--- config.mk ---
export PLATFORM = sky130hd
export DESIGN_NAME = cse_ram
export DESIGN_NICKNAME = d
export VERILOG_FILES = /design/src/hw/rtl/cse_ram.sv
export SDC_FILE = /design/constraint.sdc
export NUM_CORES = 2
export LEC_CHECK = 0
export ABC_AREA = 1
export BUFFER_PORTS_ARGS = -buffer_cell sky130_fd_sc_hd__buf_4
export CAP_MARGIN = 20
export CORE_AREA = 5 5 564 566
export CTS_BUF_LIST = sky130_fd_sc_hd__clkbuf_8
export DETAILED_ROUTE_END_ITERATION = 8
export DIE_AREA = 0 0 569 571
export PLACE_DENSITY_LB_ADDON = 0.3
export SETUP_SLACK_MARGIN = 0.2
export SLEW_MARGIN = 30
export SYNTH_ARGS = -nofsm -noshare
export SYNTH_HDL_FRONTEND = slang
export SYNTH_SLANG_ARGS = --single-unit
--- constraint.sdc ---
create_clock -name clk -period 5.8 [get_ports clk]
set_input_delay 0 -clock clk [delete_from_list [all_inputs] [get_ports clk]]
set_output_delay 0 -clock clk [all_outputs]
set_load 0.005 [all_outputs]
--- src/hw/rtl/cse_ram.sv ---
`default_nettype none
module cse_ram #(
  parameter int WIDTH = 48,
  parameter int DEPTH = 64
) (
  input  wire logic                     clk,
  input  wire logic                     we,
  input  wire logic [$clog2(DEPTH)-1:0] waddr,
  input  wire logic [WIDTH-1:0]         wdata,
  input  wire logic [$clog2(DEPTH)-1:0] raddr,
  output logic      [WIDTH-1:0]         rdata
);

  logic [WIDTH-1:0] mem [DEPTH];

  always_ff @(posedge clk) begin
    if (we) begin
      mem[waddr] <= wdata;
    end
    rdata <= mem[raddr];
  end

endmodule
`default_nettype wire

# [Yosys cells after proc, flatten, opt, wreduce, memory -nomap -nowiden]
# Memory sizes are Yosys's and may differ from the RTL's. A register that Yosys moved wholly into a read port is not among the register bits.
# Index checks and enable logic that the tools add are counted.
[totals] register_bits=0 mem_bits_rw=3072 input_bits=62 out_inout_bits=48 elab_cells=3 memories=1
[op_classes] muxes=2
[memory_table] name="mem" depth=64 width=48 rd=1 rd_ports_with_merged_regs=1 wr=1 line_no="14" source="logic [WIDTH-1:0] mem [DEPTH];"
[ops] op="$mux 1" count=2

# [Depth between registers and ports, before layout]
[logic_depth] word_depth=2 mapped_depth=13 ltp_nobuf=9

# [Worst setup path after synthesis]
# OpenSTA, ideal clock, no wires.
[synth_path] path_type="input to register" start="in we" end="mem mem[48][0] (enable)" setup_ns=0.574 t_arrival_ns=5.132 required_ns=5.226 slack_ns=0.094 cell_stages=3 path_buffers=1 cell_sequence="clkbuf_1 -> nand4_1 -> nor4_1"
[synth_between] elab_chain_len=2
[synth_lines] item="start: declaration" line_no="7" source="input wire logic we,"
[synth_lines] item="$mux 1" line_no="17" source="if (we) begin"
[synth_lines] item="$mux 1 (implied by the code)" line_no="18" source="mem[waddr] <= wdata;"
[synth_lines] item="end: declaration" line_no="14"
# Every way passes these cells.

==> run summary <==
clock power share = 37.6%
YS warnings = 0
synth cell count leaders = 3372 x nand2_1, 3072 x edfxtp_1, 2857 x nand3_1, 367 x buf_2, 115 x clkbuf_1
CP required = 6800 ps
post_cts resized = 0
# clock sinks = 3120
ratio of cells with drive above 1 in the final layout = 9.11%
first-pass GRT wire length = 570 mm
sw frac = 24.2%
WP buf/inv = 9
Die H = 571 um
Netlist cell types = 18
Critical Path, Cell by Cell = dlygate4sd3_1, buf_8, inv_16, buf_4, buf_4, nand2_1, nand3_1, nand3_1, dlygate4sd3_1, nand3_1, dlygate4sd3_1, nand3_1, dlygate4sd3_1, nand2_1, nand2_1, nand2_1, dlygate4sd3_1
Post-synth ARST share = 0%
HPWL Detailed = 204 mm
vias post-DR = 83800
Tot GR Track Use = 23.8%
placed insts = 13900
1st-iter DRT viols = 10400
Max Buffers Root-to-Sink = 4
Leak Pwr = 49.1 nW
Worst Clk Skew = 98.1 ps
FF+latch count, synth = 3120
kind of critical path = in2reg
clock root buffer = clkbuf_8
pwr dens = 322 nW/um2
Starting Density = 39.7%
Final nets = 10400
Detail Route Antenna Nets = 0
Setup WS pre-CTS = 2580 ps
via/cell ratio = 5.63
maximum vdd ir drop = 206 uV
worst-margin pin slew = 1220 ps
die area = 325000 um2
Clock Latency Late Sink = 1070 ps
Detailed Routing Iterations Pass 1 = 6
Int Power = 33.9 mW
area leader, netlist = edfxtp_1
H-tree levels = 5
Top Ports = 110
DR WL/cell = 26.8 um
most numerous cell in the Yosys netlist = nand2_1
CTS Buf Count = 485
CTS tree = built
max-cap violation count = 0
maximum clock rate = 0.220 GHz
top-area cell type share of the netlist area = 74.2%
number of synthesized flops with an enable pin = 3072
buffers added on ports = 109
# Post-CTS Setup Buffers = 0
Final Max Tran Viols = 0
Startpoint Class = primary input
drt drc = 0
final setup fails = 0
setup_tns = 0 ps
Seq/Total Area, Yosys = 75.0%
DRT Wirelength = 399 mm
GP Congestion = 0.810
Syn Area/Cell = 12.3 um2
Placeable Area = 313000 um2
area grow syn2layout = 11.9%
RSZ-0062 raised after global routing = false
fin crit share = 78.5%
# rows = 206
min Tclk post-route = 4550 ps
Clock Pin Slew Worst Setup and Hold Paths = 60 ps
Synth area leaders = edfxtp_1 74%, nand3_1 12%, nand2_1 10%
flop2flop setup slack = 2430 ps
type of the worst min-delay path = in2reg
fin cells = 14900
pin count of the biggest net entering global routing = 215
critical path's slowest cell = dlygate4sd3_1
Worst Path Max Fanout = 214
P_sw = 10.8 mW
total congestion overflow = 0
chip width = 569 um
final setup margin = 1250 ps
status = finished, final reports clean
CP arrival = 5550 ps
CTS hold repair buffers = 78
Final Hold Fails = 0
Synth Flop Type = edfxtp_1
Logic pwr share = 6.3%
CP max stage delay = 610 ps
Post-Syn Instances = 10100
most frequent CP cell = dlygate4sd3_1
antenna violations before repair = 21
CP Capture Type = flop
max_slew headroom = 18.7%
vias in the first global route = 80400
Post-Syn Area = 124000 um2
Worst path top cell family by delay = buffers and inverters
register share of total power = 56.0%
Syn Nets = 10200
[registers in the layout (all words and copies together), names as in the netlist]
name and flops:
rdata 48, mem 3072
[final timing paths]
check,depth (start not counted),end,startpoint
min,2,mem[23][8]$_DFFE_PP_,wdata[8]
max,17,rdata[31]$_DFF_P_,raddr[0]
min reg2reg,8,rdata[40]$_DFF_P_,mem[8][40]$_DFFE_PP_
max reg2reg,12,rdata[31]$_DFF_P_,mem[63][31]$_DFFE_PP_
[power groups by stage]
stage	clock network, mW	logic (mW)	registers, mW
6_report	16.8	2.84	25.1
3_3_place_gp	0	2.72	25.6
2_1_floorplan	0	1.56	25.5
5_1_grt	18.1	3.06	25.1
4_1_cts	17.1	2.82	25.1
3_5_place_dp	0	2.75	25.6
[kinds of logic after synthesis]
family,after synthesis,synth area share [%]
and+or+nand+nor,6302,21.9
buffers and inverters,686,3.10
DFF,3120,75.0
[per-stage QoR]
stage               util [%]  area (um2)  hold slack (ps)  power (mW)
floorplan                  -      124000             98.9        27.0
finish                  44.4      139000             75.4        44.8
detailed placement      41.4      130000              400        28.3
global placement        41.3      129000              392        28.3
CTS                     44.4      139000             15.7        45.0
global route            44.4      139000             78.8        46.3
[layout make-up]
| class | instances | area (um2) |
|---|---|---|
| Clock buffer | 503 | 6920 |
| Inverter | 12 | 90.1 |
| Fill cell | 28200 | 174000 |
| Sequential cell | 3120 | 93200 |
| Antenna cell | 11 | 27.5 |
| Tap cell | 4160 | 5200 |
| Timing Repair Buffer | 399 | 4200 |
| Clock inverter | 367 | 1770 |
| Multi-Input combinational cell | 6302 | 27700 |
[routing by layer]
metal	GRT usage, %	wire, um	up-vias
li1	-	-	36500
met1	31.8	154000	41700
met2	38.8	189000	4659
met3	4.05	37500	867
met4	10.0	18300	12
met5	0	76	-
[cell usage in the layout, fill, tap and decap left out, types with 6 or more instances in the layout]
master / synthesis / layout
buf_12: 1 / 52
nand2_1: 3372 / 3372
buf_6: 68 / 6
clkinv_2: 0 / 52
edfxtp_1: 3072 / 3072
diode_2: 0 / 11
dfxtp_1: 48 / 48
nor4_2: 0 / 8
dlygate4sd3_1: 0 / 78
clkinv_1: 2 / 110
buf_4: 58 / 242
nor2_4: 0 / 56
inv_1: 8 / 182
nand4_1: 9 / 9
clkbuf_8: 0 / 503
buf_8: 6 / 7
nand3_1: 2857 / 2857
buf_16: 0 / 14
clkinvlp_4: 0 / 8
No activity file was read; power rests on OpenSTA's default activity.
